## src/hw/rtl/lcsc_pkg.sv

```systemverilog
// Shared types, widths and codes for the load cell sample conditioner.
// No dependencies; every other file of the block but lcsc_ram uses this package.
package lcsc_pkg;

    // default sizing handed to the top level
    localparam int RING_SIZE_DEF = 16;

    // converter word and sample widths
    localparam int SAMPLE_BITS = 24;
    localparam int SMP_W       = 25;
    localparam int TARE_W      = 24;

    // calibration and weight widths
    localparam int RAW_W       = 25;
    localparam int WGT_W       = 32;
    localparam int DEPTH_CFG_W = 5;
    localparam int THR_W       = 31;

    // datapath widths
    localparam int DIFFR_W   = RAW_W + 1;          // mean - min_raw
    localparam int SPAN_W    = WGT_W + 1;          // max_weight - min_weight
    localparam int PROD_W    = DIFFR_W + SPAN_W;   // exact product
    localparam int DEN_W     = RAW_W + 1;          // max_raw - min_raw
    localparam int MUL_SPLIT = 16;                 // low half of the span operand
    localparam int MUL_B_W   = SPAN_W - MUL_SPLIT; // operand width of one partial product
    localparam int PART_W    = DIFFR_W + MUL_B_W;  // partial product width
    localparam int WIDE_W    = PROD_W + 1;         // min_weight + quotient
    localparam int CHG_W     = WGT_W + 1;          // weight change

    // configuration port
    localparam int CFG_W     = 32;
    localparam int CFG_IDX_W = 3;

    localparam logic [CFG_IDX_W-1:0] CFG_MIN_WEIGHT  = 3'd0;
    localparam logic [CFG_IDX_W-1:0] CFG_MAX_WEIGHT  = 3'd1;
    localparam logic [CFG_IDX_W-1:0] CFG_MIN_RAW     = 3'd2;
    localparam logic [CFG_IDX_W-1:0] CFG_MAX_RAW     = 3'd3;
    localparam logic [CFG_IDX_W-1:0] CFG_TARE        = 3'd4;
    localparam logic [CFG_IDX_W-1:0] CFG_DEPTH       = 3'd5;
    localparam logic [CFG_IDX_W-1:0] CFG_THRESHOLD   = 3'd6;

    // divider operand select
    localparam logic DIV_MEAN   = 1'b0;
    localparam logic DIV_WEIGHT = 1'b1;

    // input and output beats
    typedef struct packed {
        logic [SAMPLE_BITS-1:0] raw_sample;
        logic                   timed_out;
    } in_beat_t;

    typedef struct packed {
        logic signed [WGT_W-1:0] weight;
        logic                    notify;
        logic                    read_error;
    } out_beat_t;

    // controller to datapath
    typedef struct packed {
        logic load;
        logic update;
        logic div_start;
        logic div_sel;
        logic take_mean;
        logic mul_lo;
        logic mul_hi;
        logic take_q;
        logic emit;
    } cmd_t;

    // datapath to controller
    typedef struct packed {
        logic timed_out;
        logic div_done;
        logic out_busy;
    } sts_t;

endpackage

```

## src/hw/rtl/lcsc_ram.sv

```systemverilog
// Generic single-write, single-read RAM with registered read data.
// No dependencies.
module lcsc_ram #(
    parameter int WIDTH = 8,
    parameter int DEPTH = 16,
    parameter int AW    = (DEPTH > 1) ? $clog2(DEPTH) : 1
) (
    input  logic             clk,
    input  logic             we,
    input  logic [AW-1:0]    waddr,
    input  logic [WIDTH-1:0] wdata,
    input  logic [AW-1:0]    raddr,
    output logic [WIDTH-1:0] rdata
);

    logic [WIDTH-1:0] mem [DEPTH];

    // write port and registered read port
    always_ff @(posedge clk)
    begin
        if (we)
        begin
            mem[waddr] <= wdata;
        end
        rdata <= mem[raddr];
    end

endmodule

```

## src/hw/rtl/lcsc_div.sv

```systemverilog
// Iterative signed divider, one quotient bit per cycle, truncating toward zero.
// Depends on lcsc_pkg for operand widths.
module lcsc_div (
    input  logic                               clk,
    input  logic                               rst_n,
    input  logic                               start,
    input  logic signed [lcsc_pkg::PROD_W-1:0] num,
    input  logic signed [lcsc_pkg::DEN_W-1:0]  den,
    output logic                               done,
    output logic signed [lcsc_pkg::PROD_W-1:0] quo
);

    localparam int NW    = lcsc_pkg::PROD_W;
    localparam int DW    = lcsc_pkg::DEN_W;
    localparam int CNT_W = $clog2(NW + 1);

    logic [NW-1:0]    a_reg;
    logic [DW-1:0]    rem_reg;
    logic [DW-1:0]    b_reg;
    logic             neg_reg;
    logic [CNT_W-1:0] cnt_reg;
    logic             busy_reg;
    logic             done_reg;

    logic [NW-1:0] num_mag;
    logic [DW-1:0] den_mag;
    logic [DW:0]   shifted;
    logic          ge;
    logic [DW:0]   diff;
    logic [DW-1:0] rem_next;
    logic [NW-1:0] a_next;

    // operand magnitudes
    assign num_mag = num[NW-1] ? NW'(-num) : NW'(num);
    assign den_mag = den[DW-1] ? DW'(-den) : DW'(den);

    // one restoring step
    always_comb
    begin
        shifted  = {rem_reg, a_reg[NW-1]};
        ge       = shifted >= {1'b0, b_reg};
        diff     = shifted - {1'b0, b_reg};
        rem_next = ge ? diff[DW-1:0] : shifted[DW-1:0];
        a_next   = {a_reg[NW-2:0], ge};
    end

    // control
    always_ff @(posedge clk or negedge rst_n)
    begin
        if (!rst_n)
        begin
            busy_reg <= 1'b0;
            done_reg <= 1'b0;
            cnt_reg  <= '0;
        end
        else
        begin
            done_reg <= busy_reg && (cnt_reg == CNT_W'(1));
            if (start)
            begin
                busy_reg <= 1'b1;
                cnt_reg  <= CNT_W'(NW);
            end
            else if (busy_reg)
            begin
                cnt_reg <= cnt_reg - CNT_W'(1);
                if (cnt_reg == CNT_W'(1))
                begin
                    busy_reg <= 1'b0;
                end
            end
        end
    end

    // operand and partial result registers
    always_ff @(posedge clk)
    begin
        if (start)
        begin
            a_reg   <= num_mag;
            rem_reg <= '0;
            b_reg   <= den_mag;
            neg_reg <= num[NW-1] ^ den[DW-1];
        end
        else if (busy_reg)
        begin
            a_reg   <= a_next;
            rem_reg <= rem_next;
        end
    end

    assign done = done_reg;
    assign quo  = neg_reg ? -$signed(a_reg) : $signed(a_reg);

endmodule

```

## src/hw/rtl/lcsc_datapath.sv

```systemverilog
// Datapath: configuration registers, sample ring, running sum, multiply,
// divider and output register. Depends on lcsc_pkg, lcsc_ram, lcsc_div.
module lcsc_datapath #(
    parameter int RING_SIZE = lcsc_pkg::RING_SIZE_DEF
) (
    input  logic                              clk,
    input  logic                              rst_n,
    input  logic                              cfg_we,
    input  logic [lcsc_pkg::CFG_IDX_W-1:0]    cfg_index,
    input  logic [lcsc_pkg::CFG_W-1:0]        cfg_data,
    input  lcsc_pkg::in_beat_t                in_data,
    output lcsc_pkg::out_beat_t               out_data,
    output logic                              out_valid,
    input  logic                              out_ready,
    input  lcsc_pkg::cmd_t                    cmd,
    output lcsc_pkg::sts_t                    sts
);

    localparam int AW    = (RING_SIZE > 1) ? $clog2(RING_SIZE) : 1;
    localparam int DPW   = $clog2(RING_SIZE + 1);
    localparam int SUM_W = lcsc_pkg::SMP_W + $clog2(RING_SIZE);
    localparam int SMP_W = lcsc_pkg::SMP_W;
    localparam int PW    = lcsc_pkg::PROD_W;
    localparam int WW    = lcsc_pkg::WIDE_W;
    localparam int GW    = lcsc_pkg::WGT_W;
    localparam int CW    = lcsc_pkg::CHG_W;
    localparam int SPL   = lcsc_pkg::MUL_SPLIT;

    // configuration registers
    logic signed [GW-1:0]                       min_w_reg;
    logic signed [GW-1:0]                       max_w_reg;
    logic signed [lcsc_pkg::RAW_W-1:0]          min_raw_reg;
    logic signed [lcsc_pkg::RAW_W-1:0]          max_raw_reg;
    logic signed [lcsc_pkg::TARE_W-1:0]         tare_reg;
    logic [lcsc_pkg::DEPTH_CFG_W-1:0]           depth_cfg_reg;
    logic [lcsc_pkg::THR_W-1:0]                 thr_reg;

    // ring state
    logic [RING_SIZE-1:0]      valid_reg;
    logic [AW-1:0]             pos_reg;
    logic [AW-1:0]             pos_cur_reg;
    logic signed [SUM_W-1:0]   sum_reg;

    // per-item working registers
    logic signed [SMP_W-1:0]   s_reg;
    logic                      timed_reg;
    logic signed [SMP_W-1:0]   mean_reg;
    logic signed [PW-1:0]      prod_reg;
    logic signed [GW-1:0]      w_reg;
    logic signed [GW-1:0]      cached_reg;
    logic signed [GW-1:0]      last_reg;
    lcsc_pkg::out_beat_t       out_reg;
    logic                      out_valid_reg;

    logic [DPW-1:0]            depth;
    logic [31:0]               fd32;
    logic [AW-1:0]             pos_eff;
    logic [31:0]               pos_inc;
    logic [AW-1:0]             pos_next;
    logic signed [SMP_W-1:0]   s_next;
    logic [SMP_W-1:0]          ram_rdata;
    logic signed [SMP_W-1:0]   old_smp;
    logic signed [SUM_W-1:0]   sum_next;

    logic signed [PW-1:0]                  div_num;
    logic signed [lcsc_pkg::DEN_W-1:0]     div_den;
    logic                                  div_done;
    logic signed [PW-1:0]                  div_quo;
    logic                                  zero_den;

    logic signed [lcsc_pkg::DIFFR_W-1:0]   mul_a;
    logic signed [lcsc_pkg::SPAN_W-1:0]    span;
    logic signed [lcsc_pkg::MUL_B_W-1:0]   mul_b;
    logic signed [lcsc_pkg::PART_W-1:0]    part;

    logic signed [WW-1:0]      w_wide;
    logic signed [GW-1:0]      w_next;
    logic signed [CW-1:0]      chg;
    logic [CW-1:0]             chg_abs;
    logic                      notify_next;

    // active depth, clamped to 1..RING_SIZE
    always_comb
    begin
        fd32 = 32'(depth_cfg_reg);
        if (fd32 == 32'd0)
        begin
            fd32 = 32'd1;
        end
        else if (fd32 > 32'(RING_SIZE))
        begin
            fd32 = 32'(RING_SIZE);
        end
        depth = fd32[DPW-1:0];
    end

    // ring position and sample
    assign pos_eff  = (32'(pos_reg) >= 32'(depth)) ? '0 : pos_reg;
    assign pos_inc  = 32'(pos_cur_reg) + 32'd1;
    assign pos_next = (pos_inc >= 32'(depth)) ? '0 : pos_inc[AW-1:0];
    assign s_next   = $signed({in_data.raw_sample[lcsc_pkg::SAMPLE_BITS-1], in_data.raw_sample})
                    - $signed({tare_reg[lcsc_pkg::TARE_W-1], tare_reg});
    assign old_smp  = valid_reg[pos_cur_reg] ? $signed(ram_rdata) : '0;
    assign sum_next = sum_reg + SUM_W'(s_reg) - SUM_W'(old_smp);

    lcsc_ram #(
        .WIDTH (SMP_W),
        .DEPTH (RING_SIZE),
        .AW    (AW)
    ) u_ring (
        .clk   (clk),
        .we    (cmd.update),
        .waddr (pos_cur_reg),
        .wdata (s_reg),
        .raddr (pos_eff),
        .rdata (ram_rdata)
    );

    // shared divider: mean first, then the calibrated weight
    assign zero_den = (max_raw_reg == min_raw_reg);
    assign div_num  = (cmd.div_sel == lcsc_pkg::DIV_MEAN) ? PW'(sum_reg) : prod_reg;
    assign div_den  = (cmd.div_sel == lcsc_pkg::DIV_MEAN)
                    ? $signed(lcsc_pkg::DEN_W'(depth))
                    : lcsc_pkg::DEN_W'(max_raw_reg) - lcsc_pkg::DEN_W'(min_raw_reg);

    lcsc_div u_div (
        .clk   (clk),
        .rst_n (rst_n),
        .start (cmd.div_start),
        .num   (div_num),
        .den   (div_den),
        .done  (div_done),
        .quo   (div_quo)
    );

    // one shared multiplier, span operand taken in two halves
    assign mul_a = lcsc_pkg::DIFFR_W'(mean_reg) - lcsc_pkg::DIFFR_W'(min_raw_reg);
    assign span  = lcsc_pkg::SPAN_W'(max_w_reg) - lcsc_pkg::SPAN_W'(min_w_reg);
    assign mul_b = cmd.mul_hi ? $signed(span[lcsc_pkg::SPAN_W-1:SPL])
                              : $signed({1'b0, span[SPL-1:0]});
    assign part  = mul_a * mul_b;

    // offset add and saturation
    always_comb
    begin
        w_wide = WW'(min_w_reg) + WW'(div_quo);
        if (w_wide > WW'(32'sh7FFF_FFFF))
        begin
            w_next = 32'sh7FFF_FFFF;
        end
        else if (w_wide < WW'(32'sh8000_0000))
        begin
            w_next = 32'sh8000_0000;
        end
        else
        begin
            w_next = w_wide[GW-1:0];
        end
    end

    // change against the last notified weight
    assign chg         = CW'(w_reg) - CW'(last_reg);
    assign chg_abs     = chg[CW-1] ? CW'(-chg) : CW'(chg);
    assign notify_next = !timed_reg && (chg_abs > CW'(thr_reg));

    // configuration and ring control state
    always_ff @(posedge clk or negedge rst_n)
    begin
        if (!rst_n)
        begin
            min_w_reg     <= '0;
            max_w_reg     <= 32'sd256000;
            min_raw_reg   <= '0;
            max_raw_reg   <= 25'sd8388607;
            tare_reg      <= '0;
            depth_cfg_reg <= 5'd1;
            thr_reg       <= 31'd256;
            valid_reg     <= '0;
            pos_reg       <= '0;
            sum_reg       <= '0;
            cached_reg    <= '0;
            last_reg      <= '0;
            out_valid_reg <= 1'b0;
        end
        else
        begin
            if (cfg_we)
            begin
                unique case (cfg_index)
                    lcsc_pkg::CFG_MIN_WEIGHT: min_w_reg   <= $signed(cfg_data);
                    lcsc_pkg::CFG_MAX_WEIGHT: max_w_reg   <= $signed(cfg_data);
                    lcsc_pkg::CFG_MIN_RAW:    min_raw_reg <= $signed(cfg_data[lcsc_pkg::RAW_W-1:0]);
                    lcsc_pkg::CFG_MAX_RAW:    max_raw_reg <= $signed(cfg_data[lcsc_pkg::RAW_W-1:0]);
                    lcsc_pkg::CFG_TARE:       tare_reg    <= $signed(cfg_data[lcsc_pkg::TARE_W-1:0]);
                    lcsc_pkg::CFG_DEPTH:
                    begin
                        depth_cfg_reg <= cfg_data[lcsc_pkg::DEPTH_CFG_W-1:0];
                        valid_reg     <= '0;
                        pos_reg       <= '0;
                        sum_reg       <= '0;
                    end
                    lcsc_pkg::CFG_THRESHOLD:  thr_reg <= cfg_data[lcsc_pkg::THR_W-1:0];
                    default:                  ;
                endcase
            end
            // sample enters the ring
            if (cmd.update)
            begin
                valid_reg[pos_cur_reg] <= 1'b1;
                pos_reg                <= pos_next;
                sum_reg                <= sum_next;
            end
            // result beat
            if (cmd.emit)
            begin
                out_valid_reg <= 1'b1;
                if (!timed_reg)
                begin
                    cached_reg <= w_reg;
                    if (notify_next)
                    begin
                        last_reg <= w_reg;
                    end
                end
            end
            else if (out_ready)
            begin
                out_valid_reg <= 1'b0;
            end
        end
    end

    // working registers
    always_ff @(posedge clk)
    begin
        if (cmd.load)
        begin
            s_reg       <= s_next;
            timed_reg   <= in_data.timed_out;
            pos_cur_reg <= pos_eff;
        end
        if (cmd.take_mean)
        begin
            mean_reg <= div_quo[SMP_W-1:0];
        end
        if (cmd.mul_lo)
        begin
            prod_reg <= PW'(part);
        end
        else if (cmd.mul_hi)
        begin
            prod_reg <= prod_reg + (PW'(part) <<< SPL);
        end
        if (cmd.take_q)
        begin
            w_reg <= zero_den ? '0 : w_next;
        end
        if (cmd.emit)
        begin
            out_reg.weight     <= timed_reg ? cached_reg : w_reg;
            out_reg.notify     <= notify_next;
            out_reg.read_error <= timed_reg;
        end
    end

    assign out_data      = out_reg;
    assign out_valid     = out_valid_reg;
    assign sts.timed_out = timed_reg;
    assign sts.div_done  = div_done;
    assign sts.out_busy  = out_valid_reg && !out_ready;

`ifndef SYNTHESIS
    // a reported change never comes from a suppressed item
    a_notify_not_err: assert property (@(posedge clk) disable iff (!rst_n)
        out_valid_reg && out_reg.notify |-> !out_reg.read_error)
        else $error("notify raised on a timed-out beat");

    // a reported weight is the one held as last notified
    a_notify_last: assert property (@(posedge clk) disable iff (!rst_n)
        out_valid_reg && out_reg.notify |-> last_reg == out_reg.weight)
        else $error("last notified weight does not match reported beat");

    // the ring position stays inside the active depth
    a_pos_range: assert property (@(posedge clk) disable iff (!rst_n)
        32'(pos_reg) < 32'(depth))
        else $error("ring position beyond active depth");
`endif

endmodule

```

## src/hw/rtl/lcsc_ctrl.sv

```systemverilog
// Controller: sequences one item through the ring update, both divisions,
// the two-step multiply and the output register. Depends on lcsc_pkg.
module lcsc_ctrl (
    input  logic            clk,
    input  logic            rst_n,
    input  logic            in_valid,
    input  logic            in_timed_out,
    output logic            in_ready,
    input  lcsc_pkg::sts_t  sts,
    output lcsc_pkg::cmd_t  cmd
);

    localparam logic [3:0] S_IDLE = 4'd0;
    localparam logic [3:0] S_UPD  = 4'd1;
    localparam logic [3:0] S_D1S  = 4'd2;
    localparam logic [3:0] S_D1W  = 4'd3;
    localparam logic [3:0] S_MUL0 = 4'd4;
    localparam logic [3:0] S_MUL1 = 4'd5;
    localparam logic [3:0] S_D2S  = 4'd6;
    localparam logic [3:0] S_D2W  = 4'd7;
    localparam logic [3:0] S_EMIT = 4'd8;

    logic [3:0] state_reg;
    logic [3:0] state_next;

    // next state and commands
    always_comb
    begin
        state_next = state_reg;
        cmd        = '0;
        unique case (state_reg)
            S_IDLE:
            begin
                if (in_valid)
                begin
                    cmd.load   = 1'b1;
                    state_next = in_timed_out ? S_EMIT : S_UPD;
                end
            end
            S_UPD:
            begin
                cmd.update = 1'b1;
                state_next = S_D1S;
            end
            S_D1S:
            begin
                cmd.div_start = 1'b1;
                cmd.div_sel   = lcsc_pkg::DIV_MEAN;
                state_next    = S_D1W;
            end
            S_D1W:
            begin
                if (sts.div_done)
                begin
                    cmd.take_mean = 1'b1;
                    state_next    = S_MUL0;
                end
            end
            S_MUL0:
            begin
                cmd.mul_lo = 1'b1;
                state_next = S_MUL1;
            end
            S_MUL1:
            begin
                cmd.mul_hi = 1'b1;
                state_next = S_D2S;
            end
            S_D2S:
            begin
                cmd.div_start = 1'b1;
                cmd.div_sel   = lcsc_pkg::DIV_WEIGHT;
                state_next    = S_D2W;
            end
            S_D2W:
            begin
                cmd.div_sel = lcsc_pkg::DIV_WEIGHT;
                if (sts.div_done)
                begin
                    cmd.take_q = 1'b1;
                    state_next = S_EMIT;
                end
            end
            S_EMIT:
            begin
                if (!sts.out_busy)
                begin
                    cmd.emit   = 1'b1;
                    state_next = S_IDLE;
                end
            end
            default:
            begin
                state_next = S_IDLE;
            end
        endcase
    end

    always_ff @(posedge clk or negedge rst_n)
    begin
        if (!rst_n)
        begin
            state_reg <= S_IDLE;
        end
        else
        begin
            state_reg <= state_next;
        end
    end

    assign in_ready = (state_reg == S_IDLE);

endmodule

```

## src/hw/rtl/load_cell_sample_conditioner.sv

```systemverilog
// Top level of the load cell sample conditioner: controller plus datapath.
// Depends on lcsc_pkg, lcsc_ctrl and lcsc_datapath.
//
// Each input beat carries one converter word; the block tares it, keeps a
// running sum over a ring of up to RING_SIZE samples, divides for the mean,
// maps the mean through the two calibration points and saturates to 32 bits,
// then flags a notification when the weight moved more than the threshold.
// One item at a time: a sample goes from acceptance to its result beat
// through the ring update, the mean division, two multiply steps, the
// weight division and the output register, waiting before the output
// while it stalls; the shared divider yields one quotient bit per cycle. A
// timed-out beat goes straight to the output register and changes nothing.
// The next item is taken while the previous result waits in the output
// register. Configuration writes are to be made only while idle; the block
// itself does not enforce this. Writing filter_depth empties the ring.
module load_cell_sample_conditioner #(
    parameter int RING_SIZE = lcsc_pkg::RING_SIZE_DEF
) (
    input  logic                           clk,
    input  logic                           rst_n,
    input  logic                           cfg_we,
    input  logic [lcsc_pkg::CFG_IDX_W-1:0] cfg_index,
    input  logic [lcsc_pkg::CFG_W-1:0]     cfg_data,
    input  logic                           in_valid,
    output logic                           in_ready,
    input  lcsc_pkg::in_beat_t             in_data,
    output logic                           out_valid,
    input  logic                           out_ready,
    output lcsc_pkg::out_beat_t            out_data
);

    lcsc_pkg::cmd_t cmd;
    lcsc_pkg::sts_t sts;

    lcsc_ctrl u_ctrl (
        .clk          (clk),
        .rst_n        (rst_n),
        .in_valid     (in_valid),
        .in_timed_out (in_data.timed_out),
        .in_ready     (in_ready),
        .sts          (sts),
        .cmd          (cmd)
    );

    lcsc_datapath #(
        .RING_SIZE (RING_SIZE)
    ) u_dp (
        .clk       (clk),
        .rst_n     (rst_n),
        .cfg_we    (cfg_we),
        .cfg_index (cfg_index),
        .cfg_data  (cfg_data),
        .in_data   (in_data),
        .out_data  (out_data),
        .out_valid (out_valid),
        .out_ready (out_ready),
        .cmd       (cmd),
        .sts       (sts)
    );

endmodule

```

## config.mk

```make
export PLATFORM = sky130hd
export DESIGN_NAME = load_cell_sample_conditioner
export DESIGN_NICKNAME = d
export VERILOG_FILES = /design/src/hw/rtl/lcsc_pkg.sv /design/src/hw/rtl/lcsc_ram.sv /design/src/hw/rtl/lcsc_div.sv /design/src/hw/rtl/lcsc_datapath.sv /design/src/hw/rtl/lcsc_ctrl.sv /design/src/hw/rtl/load_cell_sample_conditioner.sv
export SDC_FILE = /design/constraint.sdc
export NUM_CORES = 2
export LEC_CHECK = 0
export ABC_AREA = 1
export BUFFER_PORTS_ARGS = -buffer_cell sky130_fd_sc_hd__buf_2
export CORE_MARGIN = 10
export CORE_UTILIZATION = 45
export CTS_BUF_LIST = sky130_fd_sc_hd__clkbuf_8 sky130_fd_sc_hd__clkbuf_16
export DETAILED_ROUTE_END_ITERATION = 6
export HOLD_SLACK_MARGIN = 0.05
export PLACE_DENSITY = 0.69
export SYNTH_ARGS = -nofsm -noshare
export SYNTH_HDL_FRONTEND = slang
export SYNTH_SLANG_ARGS = --single-unit
```

## constraint.sdc

```tcl
create_clock -name clk -period 9.3 [get_ports clk]
set_input_delay 1.395 -clock clk [delete_from_list [all_inputs] [get_ports clk]]
set_output_delay 1.395 -clock clk [all_outputs]
set_load 0.02 [all_outputs]
```

==> results.yml <==
run_status:
  status: "complete, but fails checks"
  violations: "setup timing"
setup_path:
  path_class: "reg2reg"
  arrival_ps: 10040
  crit_path_max_incr_delay_ps: 590
  critPathRequiredTime_ps: 9860
  worst_path_most_repeated_cell: "buf_4"
  worst-path-buf-inv: 17
  slowest_stage: "fa_1"
  cp_max_fo: 6
  critPathLaunchType: "flip-flop"
  critical-path-top-delay-family: "adder cells"
  crit_path_end_kind: "flip-flop"
sta:
  fin_worst_skew_ps: 126
  tightest_slew_ps: 1180
  fin_crit_sh_pct: 102
  rsz0062_at_grt: "yes"
  hold_viol_final: 0
  setup_violations: 10
  period_needed_ps: 9480
  setup_ws_ps: -181
  max-slew-margin-rel_pct: 20.3
  max_freq_mhz: 105
  drv_slew: 0
place:
  place.gp.congestion: 0.979
  hpwl_um: 205000
  portBuffers: 100
  place_area_um2: 88200
cells_and_area:
  nFillCells: 15700
  design_area_um2: 96500
  drive_above_1_share_pct: 18.3
  layout.nets: 11500
  syn_to_final_growth_pct: 21.4
  largest_register_ffs: 400
routing:
  dr.first_iter.drc_count: 6900
  ant_nets: 0
  drt-pass1-iter-count: 7
  num_vias: 70900
  route.detailed.drc: 0
  via_per_inst: 5.47
  routedWlPerCell_um: 20.9
  routed_wl_um: 271000
clocking:
  clk_pin_slew_worst_paths_ps: 60
  numCtsBuffers: 109
  h-tree-depth: 3
  cts-root-buf: "clkbuf_16"
  clock-sinks: 1017
  tritoncts: "yes"
  clk_path_buf_depth: 3
  clock_latency_ps: 840
floorplanning:
  core_area_um2: 176000
  die_y_um: 440
  io-pin-count: 101
  num_rows: 154
  die_w_um: 440
  initial_core_util_pct: 45.2
  die_area_um2: 194000
global_route:
  grt_pass1_vias: 68700
  antenna_found_initial: 11
  grt_usage_pct: 26.8
  grt_max_degree: 160
  grt_first_pass_wirelength_um: 406000
  grt_overflow_total: 0
synthesis:
  yosysSeqAreaShare_pct: 35.9
  synth_edf_count: 666
  synth_nets: 10700
  synth.avg_cell_area_um2: 8.20
  synthCells: 9688
  async_flop_share_pct: 29.5
  yosys-top-cells-count: "nand2_1, inv_1, nor2_1"
  netlist.area_leader.share_pct: 25.2
  synth-main-ff-cell: "edfxtp_1"
  netlist_area_um2: 79500
  netlist_top_cells_area: "edfxtp_1, fa_1, nand2_1"
  ys_ff_latch: 1017
  ys_types: 79
  yosysMostFrequentCell: "nand2_1"
  synth_top_area_cell: "edfxtp_1"
  yosys_warnings: 0
min_path:
  min_path_type: "reg2reg"
job:
  drv_cap: 0
[through the flow]
stage	TNS, ps	hold WS (ps)	instances	util [%]	setup slack (ps)
after global placement	-13980	453	12600	50.2	-1060
final	-770	472	13000	54.9	-181
after floorplan	0	442	9688	-	19.4
after CTS	-385	475	12900	53.5	-110
after global routing	-7420	490	13000	54.9	-535
after detailed placement	-15420	459	12600	50.2	-1110
[tightest hold or removal path: stages, from the launching register on]
cell	delay, ps
dfrtp_1	340
nand2_1	50
nand2_1	50
[what timing repair did]
| action | 4_1_cts | 5_1_grt |
|---|---|---|
| cloned | 1 | 3 |
| setup endpoints to repair | 28 | 30 |
| setup buffers | 66 | 60 |
| hold endpoints to repair | 0 | 0 |
| pin swaps | 154 | 222 |
| hold buffers | 0 | 0 |
| gates resized for setup | 351 | 435 |
[placed cells by master (no fill, tap or decap), types with 53 or more instances in the layout]
master,n
nor3_1,77
nor2_2,61
xor2_1,235
buf_4,797
xnor2_1,87
nand2_2,85
o21ai_0,781
o211ai_1,98
buf_6,53
ha_1,375
clkbuf_16,111
o21ai_1,85
inv_2,104
a21oi_1,423
nand4_1,115
a21oi_2,71
fa_1,443
dfrtp_1,269
nor2_1,1048
edfxtp_1,666
ha_4,68
buf_2,100
inv_1,1565
nand3_1,296
nand2_1,1715
[cell families after synthesis]
family                   count (synthesis)  synth area share [%]
multiplexers                             1                0.0142
AO/OA/AOI/OAI                         1828                  12.9
adder cells (fa/ha/maj)                917                  18.9
flip-flops                            1017                  35.9
buffers and inverters                 1943                  9.43
XOR/XNOR                               354                  3.90
AND/OR/NAND/NOR                       3628                  19.0
[area by class of cell]
cell class                      instances  area [µm²]  share of cell area [%]
Tap cell                             2340        2930                    3.03
Sequential cell                      1017       28600                    29.6
Multi-Input combinational cell       6728       46900                    48.6
Clock inverter                         85         853                   0.884
Timing Repair Buffer                 1003        8130                    8.42
Clock buffer                          123        2920                    3.03
Antenna cell                            3        7.51                 0.00778
Inverter                             1659        6240                    6.47
[per-layer routing]
layer	up-vias	GRT usage [%]	routed length, µm
met5	-	0	0
met4	0	8.88	10100
li1	33200	-	-
met2	2796	43.1	125000
met3	519	3.80	21400
met1	34500	37.1	115000
[path summary, 6_finish.rpt]
check / start / endpoint / slack, ps / cells after the start
max: u_dp.max_w_reg[0]$_DFFE_PN0P_ / u_dp.prod_reg[56]$_DFFE_PN_ / -180 / 54
min: u_dp.last_reg[23]$_DFFE_PN0P_ / u_dp.last_reg[23]$_DFFE_PN0P_ / 470 / 2
max in group asynchronous: rst_n / u_dp.max_w_reg[30]$_DFFE_PN0P_ / 7250 / 2
min reg2reg: u_dp.last_reg[23]$_DFFE_PN0P_ / u_dp.last_reg[23]$_DFFE_PN0P_ / 470 / 2
max reg2reg: u_dp.max_w_reg[0]$_DFFE_PN0P_ / u_dp.prod_reg[56]$_DFFE_PN_ / -180 / 54
min in group asynchronous: rst_n / u_dp.tare_reg[4]$_DFFE_PN0P_ / 600 / 1
Power is left out: the tool's default activity adds up to more than one toggle a clock period on the data nets, which glitch-free logic cannot reach.
